**src/qru_pkg.sv**
```systemverilog
// ----------------------------------------------------------------------------
// qru_pkg: shared types and constants of the quaternion rotation unit
// Operation codes, operand selects, the step record that drives the shared
// multiply-accumulate unit, the product programme and the CORDIC angle table.
// ----------------------------------------------------------------------------
package qru_pkg;

  // Operation codes of an input transaction.
  localparam logic [1:0] OP_LOAD   = 2'd0;
  localparam logic [1:0] OP_MUL    = 2'd1;
  localparam logic [1:0] OP_MATRIX = 2'd2;

  // Result kinds.
  localparam logic KIND_QUAT = 1'b0;
  localparam logic KIND_ROW  = 1'b1;

  // Operand selects: stored components, then operand components.
  localparam logic [2:0] SEL_W  = 3'd0;
  localparam logic [2:0] SEL_X  = 3'd1;
  localparam logic [2:0] SEL_Y  = 3'd2;
  localparam logic [2:0] SEL_Z  = 3'd3;
  localparam logic [2:0] SEL_OW = 3'd4;
  localparam logic [2:0] SEL_OX = 3'd5;
  localparam logic [2:0] SEL_OY = 3'd6;
  localparam logic [2:0] SEL_OZ = 3'd7;

  // Number of programme steps per matrix row and for the product.
  localparam int ROW_STEPS = 6;
  localparam int MUL_STEPS = 16;

  // CORDIC constants: angles in 1/128 degree, gain in Q2.30.
  localparam int CORDIC_TABLE_LEN = 24;
  localparam logic signed [33:0] CORDIC_GAIN = 34'sd652032874;
  localparam logic signed [16:0] HALF_TURN    = 17'sd23040;
  localparam logic signed [16:0] QUARTER_TURN = 17'sd11520;
  localparam logic signed [16:0] FULL_TURN    = 17'sd46080;

  // Sequencer states.
  typedef enum logic [2:0] {
    S_IDLE,
    S_CORDIC,
    S_LOAD,
    S_MAC,
    S_DRAIN,
    S_OUT,
    S_ROW3
  } qru_state_t;

  // One step of the shared multiply-accumulate unit.
  typedef struct packed {
    logic       valid;
    logic [2:0] a_sel;
    logic [2:0] b_sel;
    logic       neg;
    logic       dbl;
    logic       first;
    logic       init_one;
    logic       last;
    logic       row_end;
    logic       raw;
    logic [1:0] slot;
  } qru_step_t;

  function automatic qru_step_t qru_mk(input logic [2:0] a, input logic [2:0] b,
                                       input logic neg, input logic dbl,
                                       input logic first, input logic one,
                                       input logic last, input logic rend,
                                       input logic [1:0] slot);
    qru_step_t s;
    s.valid    = 1'b1;
    s.a_sel    = a;
    s.b_sel    = b;
    s.neg      = neg;
    s.dbl      = dbl;
    s.first    = first;
    s.init_one = one;
    s.last     = last;
    s.row_end  = rend;
    s.raw      = 1'b0;
    s.slot     = slot;
    return s;
  endfunction

  // Raw step for the axis-times-sine products of a load.
  function automatic qru_step_t qru_raw_step(input logic [1:0] slot);
    qru_step_t s;
    s         = '0;
    s.valid   = 1'b1;
    s.raw     = 1'b1;
    s.last    = 1'b1;
    s.slot    = slot;
    return s;
  endfunction

  // Product programme: Hamilton product, or the nine matrix entries.
  function automatic qru_step_t qru_prog(input logic is_mat, input logic [4:0] idx);
    qru_step_t s;
    s = '0;
    if (!is_mat) begin
      case (idx)
        5'd0:    s = qru_mk(SEL_W, SEL_OW, 1'b0, 1'b0, 1'b1, 1'b0, 1'b0, 1'b0, 2'd0);
        5'd1:    s = qru_mk(SEL_X, SEL_OX, 1'b1, 1'b0, 1'b0, 1'b0, 1'b0, 1'b0, 2'd0);
        5'd2:    s = qru_mk(SEL_Y, SEL_OY, 1'b1, 1'b0, 1'b0, 1'b0, 1'b0, 1'b0, 2'd0);
        5'd3:    s = qru_mk(SEL_Z, SEL_OZ, 1'b1, 1'b0, 1'b0, 1'b0, 1'b1, 1'b0, 2'd0);
        5'd4:    s = qru_mk(SEL_W, SEL_OX, 1'b0, 1'b0, 1'b1, 1'b0, 1'b0, 1'b0, 2'd1);
        5'd5:    s = qru_mk(SEL_X, SEL_OW, 1'b0, 1'b0, 1'b0, 1'b0, 1'b0, 1'b0, 2'd1);
        5'd6:    s = qru_mk(SEL_Y, SEL_OZ, 1'b0, 1'b0, 1'b0, 1'b0, 1'b0, 1'b0, 2'd1);
        5'd7:    s = qru_mk(SEL_Z, SEL_OY, 1'b1, 1'b0, 1'b0, 1'b0, 1'b1, 1'b0, 2'd1);
        5'd8:    s = qru_mk(SEL_W, SEL_OY, 1'b0, 1'b0, 1'b1, 1'b0, 1'b0, 1'b0, 2'd2);
        5'd9:    s = qru_mk(SEL_Y, SEL_OW, 1'b0, 1'b0, 1'b0, 1'b0, 1'b0, 1'b0, 2'd2);
        5'd10:   s = qru_mk(SEL_Z, SEL_OX, 1'b0, 1'b0, 1'b0, 1'b0, 1'b0, 1'b0, 2'd2);
        5'd11:   s = qru_mk(SEL_X, SEL_OZ, 1'b1, 1'b0, 1'b0, 1'b0, 1'b1, 1'b0, 2'd2);
        5'd12:   s = qru_mk(SEL_W, SEL_OZ, 1'b0, 1'b0, 1'b1, 1'b0, 1'b0, 1'b0, 2'd3);
        5'd13:   s = qru_mk(SEL_Z, SEL_OW, 1'b0, 1'b0, 1'b0, 1'b0, 1'b0, 1'b0, 2'd3);
        5'd14:   s = qru_mk(SEL_X, SEL_OY, 1'b0, 1'b0, 1'b0, 1'b0, 1'b0, 1'b0, 2'd3);
        5'd15:   s = qru_mk(SEL_Y, SEL_OX, 1'b1, 1'b0, 1'b0, 1'b0, 1'b1, 1'b1, 2'd3);
        default: s = '0;
      endcase
    end else begin
      case (idx)
        5'd0:    s = qru_mk(SEL_Y, SEL_Y, 1'b1, 1'b1, 1'b1, 1'b1, 1'b0, 1'b0, 2'd0);
        5'd1:    s = qru_mk(SEL_Z, SEL_Z, 1'b1, 1'b1, 1'b0, 1'b0, 1'b1, 1'b0, 2'd0);
        5'd2:    s = qru_mk(SEL_X, SEL_Y, 1'b0, 1'b1, 1'b1, 1'b0, 1'b0, 1'b0, 2'd1);
        5'd3:    s = qru_mk(SEL_W, SEL_Z, 1'b1, 1'b1, 1'b0, 1'b0, 1'b1, 1'b0, 2'd1);
        5'd4:    s = qru_mk(SEL_X, SEL_Z, 1'b0, 1'b1, 1'b1, 1'b0, 1'b0, 1'b0, 2'd2);
        5'd5:    s = qru_mk(SEL_W, SEL_Y, 1'b0, 1'b1, 1'b0, 1'b0, 1'b1, 1'b1, 2'd2);
        5'd6:    s = qru_mk(SEL_X, SEL_Y, 1'b0, 1'b1, 1'b1, 1'b0, 1'b0, 1'b0, 2'd0);
        5'd7:    s = qru_mk(SEL_W, SEL_Z, 1'b0, 1'b1, 1'b0, 1'b0, 1'b1, 1'b0, 2'd0);
        5'd8:    s = qru_mk(SEL_X, SEL_X, 1'b1, 1'b1, 1'b1, 1'b1, 1'b0, 1'b0, 2'd1);
        5'd9:    s = qru_mk(SEL_Z, SEL_Z, 1'b1, 1'b1, 1'b0, 1'b0, 1'b1, 1'b0, 2'd1);
        5'd10:   s = qru_mk(SEL_Y, SEL_Z, 1'b0, 1'b1, 1'b1, 1'b0, 1'b0, 1'b0, 2'd2);
        5'd11:   s = qru_mk(SEL_W, SEL_X, 1'b1, 1'b1, 1'b0, 1'b0, 1'b1, 1'b1, 2'd2);
        5'd12:   s = qru_mk(SEL_X, SEL_Z, 1'b0, 1'b1, 1'b1, 1'b0, 1'b0, 1'b0, 2'd0);
        5'd13:   s = qru_mk(SEL_W, SEL_Y, 1'b1, 1'b1, 1'b0, 1'b0, 1'b1, 1'b0, 2'd0);
        5'd14:   s = qru_mk(SEL_Y, SEL_Z, 1'b0, 1'b1, 1'b1, 1'b0, 1'b0, 1'b0, 2'd1);
        5'd15:   s = qru_mk(SEL_W, SEL_X, 1'b0, 1'b1, 1'b0, 1'b0, 1'b1, 1'b0, 2'd1);
        5'd16:   s = qru_mk(SEL_X, SEL_X, 1'b1, 1'b1, 1'b1, 1'b1, 1'b0, 1'b0, 2'd2);
        5'd17:   s = qru_mk(SEL_Y, SEL_Y, 1'b1, 1'b1, 1'b0, 1'b0, 1'b1, 1'b1, 2'd2);
        default: s = '0;
      endcase
    end
    return s;
  endfunction

  // Arctangent of 2^-i in 2^-23 degree units.
  function automatic logic signed [32:0] qru_atan(input logic [4:0] i);
    logic signed [32:0] v;
    case (i)
      5'd0:    v = 33'sd377487360;
      5'd1:    v = 33'sd222843801;
      5'd2:    v = 33'sd117744544;
      5'd3:    v = 33'sd59768969;
      5'd4:    v = 33'sd30000467;
      5'd5:    v = 33'sd15014858;
      5'd6:    v = 33'sd7509261;
      5'd7:    v = 33'sd3754860;
      5'd8:    v = 33'sd1877459;
      5'd9:    v = 33'sd938733;
      5'd10:   v = 33'sd469367;
      5'd11:   v = 33'sd234683;
      5'd12:   v = 33'sd117342;
      5'd13:   v = 33'sd58671;
      5'd14:   v = 33'sd29335;
      5'd15:   v = 33'sd14668;
      5'd16:   v = 33'sd7334;
      5'd17:   v = 33'sd3667;
      5'd18:   v = 33'sd1833;
      5'd19:   v = 33'sd917;
      5'd20:   v = 33'sd458;
      5'd21:   v = 33'sd229;
      5'd22:   v = 33'sd115;
      5'd23:   v = 33'sd57;
      default: v = 33'sd0;
    endcase
    return v;
  endfunction

endpackage

```
**src/qru_if.sv**
```systemverilog
// ----------------------------------------------------------------------------
// qru_in_if / qru_out_if: channels of the quaternion rotation unit
// Valid/ready channels that carry one input item and one result item.
// ----------------------------------------------------------------------------
interface qru_in_if #(parameter int CW = 16);
  logic                 valid;
  logic                 ready;
  logic [1:0]           op;
  logic signed [CW-1:0] axis_x;
  logic signed [CW-1:0] axis_y;
  logic signed [CW-1:0] axis_z;
  logic signed [15:0]   angle;
  logic signed [CW-1:0] other_w;
  logic signed [CW-1:0] other_x;
  logic signed [CW-1:0] other_y;
  logic signed [CW-1:0] other_z;

  modport source (output valid, op, axis_x, axis_y, axis_z, angle,
                  other_w, other_x, other_y, other_z, input ready);
  modport sink (input valid, op, axis_x, axis_y, axis_z, angle,
                other_w, other_x, other_y, other_z, output ready);
endinterface

interface qru_out_if #(parameter int CW = 16);
  logic                 valid;
  logic                 ready;
  logic                 result_kind;
  logic [1:0]           row_index;
  logic signed [CW-1:0] value_0;
  logic signed [CW-1:0] value_1;
  logic signed [CW-1:0] value_2;
  logic signed [CW-1:0] value_3;
  logic                 last_row;

  modport source (output valid, result_kind, row_index, value_0, value_1,
                  value_2, value_3, last_row, input ready);
  modport sink (input valid, result_kind, row_index, value_0, value_1,
                value_2, value_3, last_row, output ready);
endinterface

```
**src/quaternion_rotation_unit.sv**
```systemverilog
// ----------------------------------------------------------------------------
// One transaction at a time. The CORDIC loop sets the load time, the single
// multiplier the others.
// Reset (synchronous, active low) sets the quaternion to identity.
// ----------------------------------------------------------------------------
// quaternion_rotation_unit: quaternion arithmetic under a small sequencer
// Keeps one quaternion; loads it from axis and angle, multiplies it by an
// operand or emits its rotation matrix row by row.
// ----------------------------------------------------------------------------
module quaternion_rotation_unit import qru_pkg::*; #(
  parameter int COMP_WIDTH   = 16,
  parameter int CORDIC_STEPS = 16
) (
  input  logic     clk,
  input  logic     rst_n,
  qru_in_if.sink   in_chan,
  qru_out_if.source out_chan
);

  localparam int CW  = COMP_WIDTH;
  localparam int F   = CW - 2;
  localparam int SHC = 32 - CW;
  localparam logic signed [34:0] RND_C = (SHC == 0) ? 35'sd0 :
                                         (35'sd1 <<< ((SHC == 0) ? 0 : SHC - 1));
  localparam logic signed [34:0] HI_C  = (35'sd1 <<< (CW - 1)) - 35'sd1;
  localparam logic signed [34:0] LO_C  = -HI_C - 35'sd1;
  localparam logic signed [CW-1:0] ONE_Q = CW'(1) <<< F;

  qru_state_t state_r, state_nxt;
  logic [1:0] op_r, row_r, cnt_r;
  logic [4:0] step_r;
  logic signed [CW-1:0] ax_r, ay_r, az_r, ow_r, ox_r, oy_r, oz_r;
  logic signed [CW-1:0] qw_r, qx_r, qy_r, qz_r;
  logic signed [CW-1:0] val_r [4];

  logic                 out_valid_r, out_kind_r, out_last_r;
  logic [1:0]           out_row_r;
  logic signed [CW-1:0] out_v0_r, out_v1_r, out_v2_r, out_v3_r;

  logic      in_take, out_free, out_load, cordic_start, cordic_done, is_mat;
  qru_step_t issue;
  logic signed [CW-1:0] a_op, b_q;
  logic signed [31:0]   b_op;
  logic signed [33:0]   cos_v, sin_v;
  logic signed [34:0]   cos_rnd;
  logic signed [CW-1:0] cos_sat;
  logic                 fin_valid;
  logic [1:0]           fin_slot;
  logic signed [CW-1:0] fin_value;

  function automatic logic signed [CW-1:0] pick(input logic [2:0] sel,
      input logic signed [CW-1:0] w, input logic signed [CW-1:0] x,
      input logic signed [CW-1:0] y, input logic signed [CW-1:0] z,
      input logic signed [CW-1:0] ow, input logic signed [CW-1:0] ox,
      input logic signed [CW-1:0] oy, input logic signed [CW-1:0] oz);
    logic signed [CW-1:0] r;
    case (sel)
      SEL_W:   r = w;
      SEL_X:   r = x;
      SEL_Y:   r = y;
      SEL_Z:   r = z;
      SEL_OW:  r = ow;
      SEL_OX:  r = ox;
      SEL_OY:  r = oy;
      default: r = oz;
    endcase
    return r;
  endfunction

  assign is_mat   = (op_r == OP_MATRIX);
  assign out_free = !out_valid_r || out_chan.ready;
  assign in_take  = in_chan.valid && in_chan.ready;

  // Sequencer outputs.
  always_comb begin
    in_chan.ready = (state_r == S_IDLE);
    cordic_start  = in_chan.valid && (state_r == S_IDLE) && (in_chan.op == OP_LOAD);
    issue         = '0;
    out_load      = 1'b0;
    case (state_r)
      S_LOAD:  issue = qru_raw_step(cnt_r + 2'd1);
      S_MAC:   issue = qru_prog(is_mat, step_r);
      S_OUT:   out_load = out_free;
      S_ROW3:  out_load = out_free;
      default: issue = '0;
    endcase
  end

  // Sequencer next state.
  always_comb begin
    state_nxt = state_r;
    case (state_r)
      S_IDLE: begin
        if (in_take) begin
          case (in_chan.op)
            OP_LOAD:   state_nxt = S_CORDIC;
            OP_MUL:    state_nxt = S_MAC;
            OP_MATRIX: state_nxt = S_MAC;
            default:   state_nxt = S_IDLE;
          endcase
        end
      end
      S_CORDIC: if (cordic_done) state_nxt = S_LOAD;
      S_LOAD:   if (cnt_r == 2'd2) state_nxt = S_DRAIN;
      S_MAC:    if (issue.row_end) state_nxt = S_DRAIN;
      S_DRAIN:  state_nxt = S_OUT;
      S_OUT: begin
        if (out_free) begin
          if (!is_mat) state_nxt = S_IDLE;
          else if (row_r == 2'd2) state_nxt = S_ROW3;
          else state_nxt = S_MAC;
        end
      end
      S_ROW3:  if (out_free) state_nxt = S_IDLE;
      default: state_nxt = S_IDLE;
    endcase
  end

  // Operand selection for the shared multiplier.
  always_comb begin
    if (issue.raw) begin
      case (cnt_r)
        2'd0:    a_op = ax_r;
        2'd1:    a_op = ay_r;
        default: a_op = az_r;
      endcase
      b_q  = '0;
      b_op = 32'(sin_v);
    end else begin
      a_op = pick(issue.a_sel, qw_r, qx_r, qy_r, qz_r, ow_r, ox_r, oy_r, oz_r);
      b_q  = pick(issue.b_sel, qw_r, qx_r, qy_r, qz_r, ow_r, ox_r, oy_r, oz_r);
      b_op = 32'(b_q);
    end
  end

  // Cosine rounded to the component format.
  always_comb begin
    cos_rnd = (35'(cos_v) + RND_C) >>> SHC;
    if (cos_rnd > HI_C) cos_sat = HI_C[CW-1:0];
    else if (cos_rnd < LO_C) cos_sat = LO_C[CW-1:0];
    else cos_sat = cos_rnd[CW-1:0];
  end

  // The CORDIC starts on the accepting edge, so it takes the angle straight
  // from the channel.
  qru_cordic #(.STEPS(CORDIC_STEPS)) u_cordic (
    .clk     (clk),
    .rst_n   (rst_n),
    .start_i (cordic_start),
    .angle_i (in_chan.angle),
    .done_o  (cordic_done),
    .cos_o   (cos_v),
    .sin_o   (sin_v)
  );

  qru_mac #(.CW(CW)) u_mac (
    .clk         (clk),
    .rst_n       (rst_n),
    .step_i      (issue),
    .a_i         (a_op),
    .b_i         (b_op),
    .fin_valid_o (fin_valid),
    .fin_slot_o  (fin_slot),
    .fin_value_o (fin_value)
  );

  // Control registers.
  always_ff @(posedge clk) begin
    if (!rst_n) begin
      state_r     <= S_IDLE;
      op_r        <= OP_LOAD;
      row_r       <= '0;
      cnt_r       <= '0;
      step_r      <= '0;
      out_valid_r <= 1'b0;
      qw_r        <= ONE_Q;
      qx_r        <= '0;
      qy_r        <= '0;
      qz_r        <= '0;
    end else begin
      state_r <= state_nxt;
      if (in_take) begin
        op_r   <= in_chan.op;
        row_r  <= '0;
        cnt_r  <= '0;
        step_r <= '0;
      end
      if (state_r == S_LOAD) cnt_r <= cnt_r + 2'd1;
      if (state_r == S_MAC) step_r <= step_r + 5'd1;
      if (out_load && (state_r == S_OUT) && is_mat) row_r <= row_r + 2'd1;
      if (out_load && (state_r == S_OUT) && (op_r == OP_LOAD)) begin
        qw_r <= val_r[0];
        qx_r <= val_r[1];
        qy_r <= val_r[2];
        qz_r <= val_r[3];
      end
      if (out_load) out_valid_r <= 1'b1;
      else if (out_chan.ready) out_valid_r <= 1'b0;
    end
  end

  // Operand capture and result slots.
  always_ff @(posedge clk) begin
    if (in_take) begin
      ax_r    <= in_chan.axis_x;
      ay_r    <= in_chan.axis_y;
      az_r    <= in_chan.axis_z;
      ow_r    <= in_chan.other_w;
      ox_r    <= in_chan.other_x;
      oy_r    <= in_chan.other_y;
      oz_r    <= in_chan.other_z;
    end
    if ((state_r == S_CORDIC) && cordic_done) val_r[0] <= cos_sat;
    if (fin_valid) val_r[fin_slot] <= fin_value;
  end

  // Output register: one transaction per row or quaternion.
  always_ff @(posedge clk) begin
    if (out_load) begin
      out_kind_r <= is_mat ? KIND_ROW : KIND_QUAT;
      if (state_r == S_ROW3) begin
        out_row_r  <= 2'd3;
        out_v0_r   <= '0;
        out_v1_r   <= '0;
        out_v2_r   <= '0;
        out_v3_r   <= ONE_Q;
        out_last_r <= 1'b1;
      end else begin
        out_row_r  <= is_mat ? row_r : 2'd0;
        out_v0_r   <= val_r[0];
        out_v1_r   <= val_r[1];
        out_v2_r   <= val_r[2];
        out_v3_r   <= is_mat ? '0 : val_r[3];
        out_last_r <= !is_mat;
      end
    end
  end

  assign out_chan.valid       = out_valid_r;
  assign out_chan.result_kind = out_kind_r;
  assign out_chan.row_index   = out_row_r;
  assign out_chan.value_0     = out_v0_r;
  assign out_chan.value_1     = out_v1_r;
  assign out_chan.value_2     = out_v2_r;
  assign out_chan.value_3     = out_v3_r;
  assign out_chan.last_row    = out_last_r;

endmodule

```
**src/qru_cordic.sv**
```systemverilog
// ----------------------------------------------------------------------------
// qru_cordic: iterative half-angle sine and cosine
// Wraps the half angle into a quarter turn and runs one rotation-mode CORDIC
// step per cycle on a single shift-and-add datapath.
// ----------------------------------------------------------------------------
module qru_cordic import qru_pkg::*; #(
  parameter int STEPS = 16
) (
  input  logic               clk,
  input  logic               rst_n,
  input  logic               start_i,
  input  logic signed [15:0] angle_i,
  output logic               done_o,
  output logic signed [33:0] cos_o,
  output logic signed [33:0] sin_o
);

  localparam int NS = (STEPS > CORDIC_TABLE_LEN) ? CORDIC_TABLE_LEN : STEPS;
  localparam int IW = $clog2(NS + 1);

  logic              busy_r;
  logic [IW-1:0]     cnt_r;
  logic signed [33:0] x_r, y_r;
  logic signed [32:0] z_r;
  logic              neg_r;

  logic signed [16:0] h_wrap, h_fold;
  logic               neg_nxt;
  logic signed [33:0] x_sh, y_sh;
  logic signed [32:0] atan_v;

  // Wrap into a half turn either way, then fold into a quarter turn.
  always_comb begin
    h_wrap = 17'(angle_i);
    if (h_wrap > HALF_TURN) h_wrap = h_wrap - FULL_TURN;
    if (h_wrap < -HALF_TURN) h_wrap = h_wrap + FULL_TURN;
    neg_nxt = 1'b0;
    h_fold  = h_wrap;
    if (h_wrap > QUARTER_TURN) begin
      h_fold  = h_wrap - HALF_TURN;
      neg_nxt = 1'b1;
    end else if (h_wrap < -QUARTER_TURN) begin
      h_fold  = h_wrap + HALF_TURN;
      neg_nxt = 1'b1;
    end
  end

  // Shared shifter and table lookup for the current step.
  assign x_sh   = x_r >>> cnt_r;
  assign y_sh   = y_r >>> cnt_r;
  assign atan_v = qru_atan(5'(cnt_r));

  // Control registers of the iteration.
  always_ff @(posedge clk) begin
    if (!rst_n) begin
      busy_r <= 1'b0;
      cnt_r  <= '0;
    end else if (start_i) begin
      busy_r <= 1'b1;
      cnt_r  <= '0;
    end else if (busy_r) begin
      if (cnt_r == IW'(NS)) begin
        busy_r <= 1'b0;
      end else begin
        cnt_r <= cnt_r + 1'b1;
      end
    end
  end

  // Datapath: one micro-rotation per cycle.
  always_ff @(posedge clk) begin
    if (start_i) begin
      x_r   <= CORDIC_GAIN;
      y_r   <= '0;
      z_r   <= 33'(h_fold) <<< 16;
      neg_r <= neg_nxt;
    end else if (busy_r && (cnt_r != IW'(NS))) begin
      if (z_r >= 0) begin
        x_r <= x_r - y_sh;
        y_r <= y_r + x_sh;
        z_r <= z_r - atan_v;
      end else begin
        x_r <= x_r + y_sh;
        y_r <= y_r - x_sh;
        z_r <= z_r + atan_v;
      end
    end
  end

  assign done_o = busy_r && (cnt_r == IW'(NS));
  assign cos_o  = neg_r ? -x_r : x_r;
  assign sin_o  = neg_r ? -y_r : y_r;

endmodule

```
**src/qru_mac.sv**
```systemverilog
// ----------------------------------------------------------------------------
// qru_mac: shared multiply-accumulate unit
// One registered multiplier followed by an accumulator with rounding and
// saturation to the component range.
// ----------------------------------------------------------------------------
module qru_mac import qru_pkg::*; #(
  parameter int CW = 16
) (
  input  logic                 clk,
  input  logic                 rst_n,
  input  qru_step_t            step_i,
  input  logic signed [CW-1:0] a_i,
  input  logic signed [31:0]   b_i,
  output logic                 fin_valid_o,
  output logic [1:0]           fin_slot_o,
  output logic signed [CW-1:0] fin_value_o
);

  localparam int PW = CW + 32;
  localparam int AW = PW + 2;
  localparam int F  = CW - 2;
  localparam int RS = CW - 4;
  localparam logic signed [AW-1:0] ONE    = AW'(1) <<< (2 * F - 2);
  localparam logic signed [AW-1:0] RND_A  = AW'(1) <<< (RS - 1);
  localparam logic signed [AW-1:0] HI_A   = (AW'(1) <<< (CW - 1)) - AW'(1);
  localparam logic signed [AW-1:0] LO_A   = -HI_A - AW'(1);
  localparam logic signed [PW:0]   RND_R  = (PW + 1)'(1) <<< 29;
  localparam logic signed [PW:0]   HI_R   = ((PW + 1)'(1) <<< (CW - 1)) - (PW + 1)'(1);
  localparam logic signed [PW:0]   LO_R   = -HI_R - (PW + 1)'(1);

  logic signed [PW-1:0] prod_r;
  qru_step_t            ctl_r;
  logic signed [AW-1:0] acc_r;

  logic signed [AW-1:0] term, base, sum, rnd_a;
  logic signed [PW:0]   rnd_r;
  logic signed [CW-1:0] sat_a, sat_r;

  // Multiplier stage.
  always_ff @(posedge clk) begin
    if (!rst_n) begin
      ctl_r <= '0;
    end else begin
      ctl_r <= step_i;
    end
  end

  always_ff @(posedge clk) begin
    prod_r <= PW'(a_i) * PW'(b_i);
  end

  // Accumulate the floored product, then round and saturate; a raw step rounds and saturates the product alone.
  always_comb begin
    term = AW'(prod_r >>> 2);
    if (ctl_r.dbl) term = term <<< 1;
    if (ctl_r.first) begin
      base = ctl_r.init_one ? ONE : '0;
    end else begin
      base = acc_r;
    end
    sum   = ctl_r.neg ? (base - term) : (base + term);
    rnd_a = (sum + RND_A) >>> RS;
    if (rnd_a > HI_A) sat_a = HI_A[CW-1:0];
    else if (rnd_a < LO_A) sat_a = LO_A[CW-1:0];
    else sat_a = rnd_a[CW-1:0];
    rnd_r = ((PW + 1)'(prod_r) + RND_R) >>> 30;
    if (rnd_r > HI_R) sat_r = HI_R[CW-1:0];
    else if (rnd_r < LO_R) sat_r = LO_R[CW-1:0];
    else sat_r = rnd_r[CW-1:0];
  end

  always_ff @(posedge clk) begin
    if (ctl_r.valid && !ctl_r.raw) acc_r <= sum;
  end

  assign fin_valid_o = ctl_r.valid && (ctl_r.last || ctl_r.raw);
  assign fin_slot_o  = ctl_r.slot;
  assign fin_value_o = ctl_r.raw ? sat_r : sat_a;

endmodule

```
**src/flat_wrapper.sv**
```systemverilog
// flat-port wrapper written by rule: the top's interface ports become plain ports
module quaternion_rotation_unit_flat import qru_pkg::*;
#(
  parameter int COMP_WIDTH   = 16,
  parameter int CORDIC_STEPS = 16
)
  (clk, rst_n, in_chan_valid, in_chan_op, in_chan_axis_x, in_chan_axis_y, in_chan_axis_z, in_chan_angle, in_chan_other_w, in_chan_other_x, in_chan_other_y, in_chan_other_z, in_chan_ready, out_chan_valid, out_chan_result_kind, out_chan_row_index, out_chan_value_0, out_chan_value_1, out_chan_value_2, out_chan_value_3, out_chan_last_row, out_chan_ready);
  qru_in_if #(.CW((16))) in_chan_i ();
  qru_out_if #(.CW((16))) out_chan_i ();
  input  logic clk;
  input  logic rst_n;
  input wire logic [$bits(in_chan_i.valid)-1:0] in_chan_valid;
  input wire logic [$bits(in_chan_i.op)-1:0] in_chan_op;
  input wire logic [$bits(in_chan_i.axis_x)-1:0] in_chan_axis_x;
  input wire logic [$bits(in_chan_i.axis_y)-1:0] in_chan_axis_y;
  input wire logic [$bits(in_chan_i.axis_z)-1:0] in_chan_axis_z;
  input wire logic [$bits(in_chan_i.angle)-1:0] in_chan_angle;
  input wire logic [$bits(in_chan_i.other_w)-1:0] in_chan_other_w;
  input wire logic [$bits(in_chan_i.other_x)-1:0] in_chan_other_x;
  input wire logic [$bits(in_chan_i.other_y)-1:0] in_chan_other_y;
  input wire logic [$bits(in_chan_i.other_z)-1:0] in_chan_other_z;
  output wire logic [$bits(in_chan_i.ready)-1:0] in_chan_ready;
  output wire logic [$bits(out_chan_i.valid)-1:0] out_chan_valid;
  output wire logic [$bits(out_chan_i.result_kind)-1:0] out_chan_result_kind;
  output wire logic [$bits(out_chan_i.row_index)-1:0] out_chan_row_index;
  output wire logic [$bits(out_chan_i.value_0)-1:0] out_chan_value_0;
  output wire logic [$bits(out_chan_i.value_1)-1:0] out_chan_value_1;
  output wire logic [$bits(out_chan_i.value_2)-1:0] out_chan_value_2;
  output wire logic [$bits(out_chan_i.value_3)-1:0] out_chan_value_3;
  output wire logic [$bits(out_chan_i.last_row)-1:0] out_chan_last_row;
  input wire logic [$bits(out_chan_i.ready)-1:0] out_chan_ready;
  assign in_chan_i.valid = in_chan_valid;
  assign in_chan_i.op = in_chan_op;
  assign in_chan_i.axis_x = in_chan_axis_x;
  assign in_chan_i.axis_y = in_chan_axis_y;
  assign in_chan_i.axis_z = in_chan_axis_z;
  assign in_chan_i.angle = in_chan_angle;
  assign in_chan_i.other_w = in_chan_other_w;
  assign in_chan_i.other_x = in_chan_other_x;
  assign in_chan_i.other_y = in_chan_other_y;
  assign in_chan_i.other_z = in_chan_other_z;
  assign in_chan_ready = in_chan_i.ready;
  assign out_chan_valid = out_chan_i.valid;
  assign out_chan_result_kind = out_chan_i.result_kind;
  assign out_chan_row_index = out_chan_i.row_index;
  assign out_chan_value_0 = out_chan_i.value_0;
  assign out_chan_value_1 = out_chan_i.value_1;
  assign out_chan_value_2 = out_chan_i.value_2;
  assign out_chan_value_3 = out_chan_i.value_3;
  assign out_chan_last_row = out_chan_i.last_row;
  assign out_chan_i.ready = out_chan_ready;
  quaternion_rotation_unit #(.COMP_WIDTH(COMP_WIDTH), .CORDIC_STEPS(CORDIC_STEPS)) u_core (.clk(clk), .rst_n(rst_n), .in_chan(in_chan_i), .out_chan(out_chan_i));
endmodule
```
**config.mk**
```make
export PLATFORM = sky130hd
export DESIGN_NAME = quaternion_rotation_unit_flat
export DESIGN_NICKNAME = d
export VERILOG_FILES = /design/src/qru_pkg.sv /design/src/qru_if.sv /design/src/quaternion_rotation_unit.sv /design/src/qru_cordic.sv /design/src/qru_mac.sv /design/src/flat_wrapper.sv
export SDC_FILE = /design/constraint.sdc
export NUM_CORES = 2
export LEC_CHECK = 0
export ABC_CLOCK_PERIOD_IN_PS = 10900
export BUFFER_PORTS_ARGS = -buffer_cell sky130_fd_sc_hd__buf_2
export CAP_MARGIN = 20
export CELL_PAD_IN_SITES_DETAIL_PLACEMENT = 1
export CELL_PAD_IN_SITES_GLOBAL_PLACEMENT = 2
export CORE_MARGIN = 3
export CORE_UTILIZATION = 40
export CTS_CLUSTER_SIZE = 25
export DETAILED_ROUTE_END_ITERATION = 6
export PLACE_DENSITY_LB_ADDON = 0.1
export SYNTH_ARGS = -nofsm -noshare
export SYNTH_HDL_FRONTEND = slang
export SYNTH_SLANG_ARGS = --single-unit
```
**constraint.sdc**
```tcl
create_clock -name clk -period 10.9 [get_ports clk]
set_input_delay 1.635 -clock clk [delete_from_list [all_inputs] [get_ports clk]]
set_output_delay 1.635 -clock clk [all_outputs]
set_load 0.02 [all_outputs]
```
==> impl_metrics.tcl <==
set metrics [dict create \
    firstDrtPassIters 7 \
    skew_ns 0.06078 \
    die_x_um 391.3 \
    finalCritPeriodShare 0.9335 \
    ys_ff_latch 587 \
    run_status "complete, but fails checks" \
    slew_violations 0 \
    arrival_ns 10.80 \
    num_vias 51550 \
    ctsHoldBuffers 0 \
    gp_congestion 0.9246 \
    cp_common_cell "fa_1" \
    seq_area_um2 14890 \
    postSynthAreaPerCell_um2 8.585 \
    detail_route.wl_per_cell_um 24.75 \
    seq_area_frac_synth 0.2504 \
    synthFlopType "edfxtp_1" \
    start_util 0.4051 \
    synth_edf_count 312 \
    worstMarginPinSlew_ns 1.142 \
    clk_latency_ns 0.71 \
    synthArstFlopShare 0 \
    netlist_instances 6918 \
    nNetsFinal 7898 \
    drive_above_1_share 0.09859 \
    die_y_um 391.3 \
    overflow 0 \
    dieArea_um2 153100 \
    core_um2 146600 \
    crit_slowest_cell "a221oi_1" \
    multiInputGateArea_um2 40920 \
    most-common-layout-cells "973 x nand2_1, 672 x inv_1, 588 x nor2_1, 491 x fa_1, 406 x a21oi_1" \
    p_total_w 0.01649 \
    grt_pass1_wl_um 338900 \
    wl_um 221600 \
    place_area_um2 62820 \
    cts_tree "yes" \
    tns_ns 0 \
    rsz0062_at_grt "false" \
    hold_viol 0 \
    ir_drop_v 0.0001641 \
    nFillCells 17130 \
    crit_fanout 16 \
    syn_to_final_growth_pct 10.26 \
    grt_use_total 0.2882 \
    cts_root_buffer "clkbuf_16" \
    cts_made_buffers 72 \
    vias_per_cell 5.759 \
    hold_class "flip-flop to flip-flop" \
    fin_cells 8951 \
    power_density_nw_per_um2 251.9 \
    setup.worst_path.end_class "flip-flop" \
    synth.distinct_cells 101 \
    postRouteAntennaNets 0 \
    relSlewSlack 0.2291 \
    worst_setup_path_start_kind "flip-flop" \
    setup_viol 0 \
    cts_buffer_depth 3 \
    crit_required_ns 11.53 \
    htree_levels 3 \
    min_period_ns 10.17 \
    synth_fp_nets 7847 \
    rows 140 \
    critical_path_class "flip-flop to flip-flop" \
    io_buffers 203 \
    clkTransAtPathRegs_ns 0.06 \
    grt_pass1_vias 53350 \
    finish.instance_area_um2 65490 \
    grt_max_degree 76 \
    leakage_nw 28.05 \
    drc 4 \
    slowest_delay_ns 0.58 \
    dpl.cell_count 8810 \
    max_freq_ghz 0.09828 \
    violations "design-rule violations" \
    ys_warn_count 0 \
    whs_ns 0.4630 \
    drtIter0Drc 3572 \
    antenna_found_initial 8 \
    dp_hpwl_um 174800 \
    cts.sinks 587 \
    synthesis.area_um2 59390 \
    maxCapViolCount 0 \
    io_pins 204 \
    layout_commonest_cell "nand2_1" \
]
[cell usage after synthesis, drive strengths merged (95+ instances only)]
| cell type | instances | area (um^2) |
|---|---|---|
| nand2 | 974 | 3656 |
| a21oi | 413 | 2078 |
| xor2 | 162 | 1434 |
| a21o | 95 | 713.2 |
| nor2 | 591 | 2218 |
| ha | 304 | 3804 |
| nand3 | 124 | 620.6 |
| and2 | 118 | 738.2 |
| dfxtp | 275 | 5505 |
| nand2b | 100 | 625.6 |
| o21ai | 333 | 1674 |
| nor3 | 118 | 590.6 |
| fa | 491 | 9829 |
| inv | 675 | 2534 |
| xnor2 | 218 | 1936 |
| nor2b | 98 | 613.1 |
| clkbuf | 311 | 1169 |
| edfxtp | 312 | 9369 |
[kinds of logic after synthesis]
family | share of synthesized area
adder cells (fa/ha/maj) | 0.2295
flip-flops | 0.2504
buffers and inverters | 0.06697
XOR/XNOR | 0.05673
multiplexers | 0.04700
AND/OR/NAND/NOR | 0.1929
AO/OA/AOI/OAI | 0.1564
[report_power, final]
group	total (W)	internal (W)	switching [W]
Sequential	0.00349	0.00285	0.000633
Combinational	0.0104	0.00388	0.00651
Clock	0.00262	0.00150	0.00112
Total	0.0165	0.00823	0.00826
[path summary, 6_finish.rpt]
path	startpoint	to	slack (ns)	depth (start not counted)
max reg2reg	u_core.state_r[1]	u_core.u_mac.prod_r[47]	0.73	39
max	u_core.state_r[1]	u_core.u_mac.prod_r[47]	0.73	39
min reg2reg	u_core.u_cordic.z_r[9]	u_core.u_cordic.z_r[9]	0.46	2
min	u_core.u_cordic.z_r[9]	u_core.u_cordic.z_r[9]	0.46	2
[flip-flops by register name (all words and copies together) (netlist names), 29 cells and up, named ones only]
name / cells
u_core.u_cordic.x_r: 34
u_core.u_mac.acc_r: 50
u_core.u_cordic.atan_v: 29
u_core.u_cordic.z_r: 33
u_core.u_cordic.y_r: 34
u_core.val_r: 64
u_core.u_mac.prod_r: 46
[what timing repair did]
action                     in CTS  in global routing
setup buffers                   0                  0
resized for setup               0                  8
setup endpoints to repair       0                  4
[routing by layer]
layer | GRT usage | vias to the layer above | share of wire | wire length, um
met1 | 0.3866 | 26400 | 0.44 | 97940
met3 | 0.03665 | 251 | 0.048 | 10620
met2 | 0.4880 | 1139 | 0.48 | 106400
li1 | - | 23750 | - | -
met5 | 0 | - | 0.00026 | 57
met4 | 0.08027 | 8 | 0.030 | 6547
[per-stage QoR]
step	utilization	setup slack [ns]
finish	0.4467	0.7253
global route	0.4466	0.02824
CTS	0.4459	0.3711
detailed placement	0.4285	0.4512
global placement	0.4283	0.6227
floorplan	-	1.711
[cell type report]
type                       count  area share
antenna                        5   0.0001911
timing repair buffer         346     0.03282
multi-input combinational   5281      0.6248
inverter                     681     0.03907
clock inverter                45    0.009801
sequential                   587      0.2274
tap                         1917     0.03663
clock buffer                  89     0.02927
[worst max-delay path: cells and delay by family, from the launching register on]
family / cells / cell delay (ns)
XOR/XNOR: 1 / 0.12
buffers and inverters: 7 / 0.80
adder cells (fa/ha/maj): 7 / 3.46
AND/OR/NAND/NOR: 11 / 2.24
AO/OA/AOI/OAI: 13 / 3.19
flip-flops: 1 / 0.31
No activity file was read; power rests on OpenSTA's default activity.
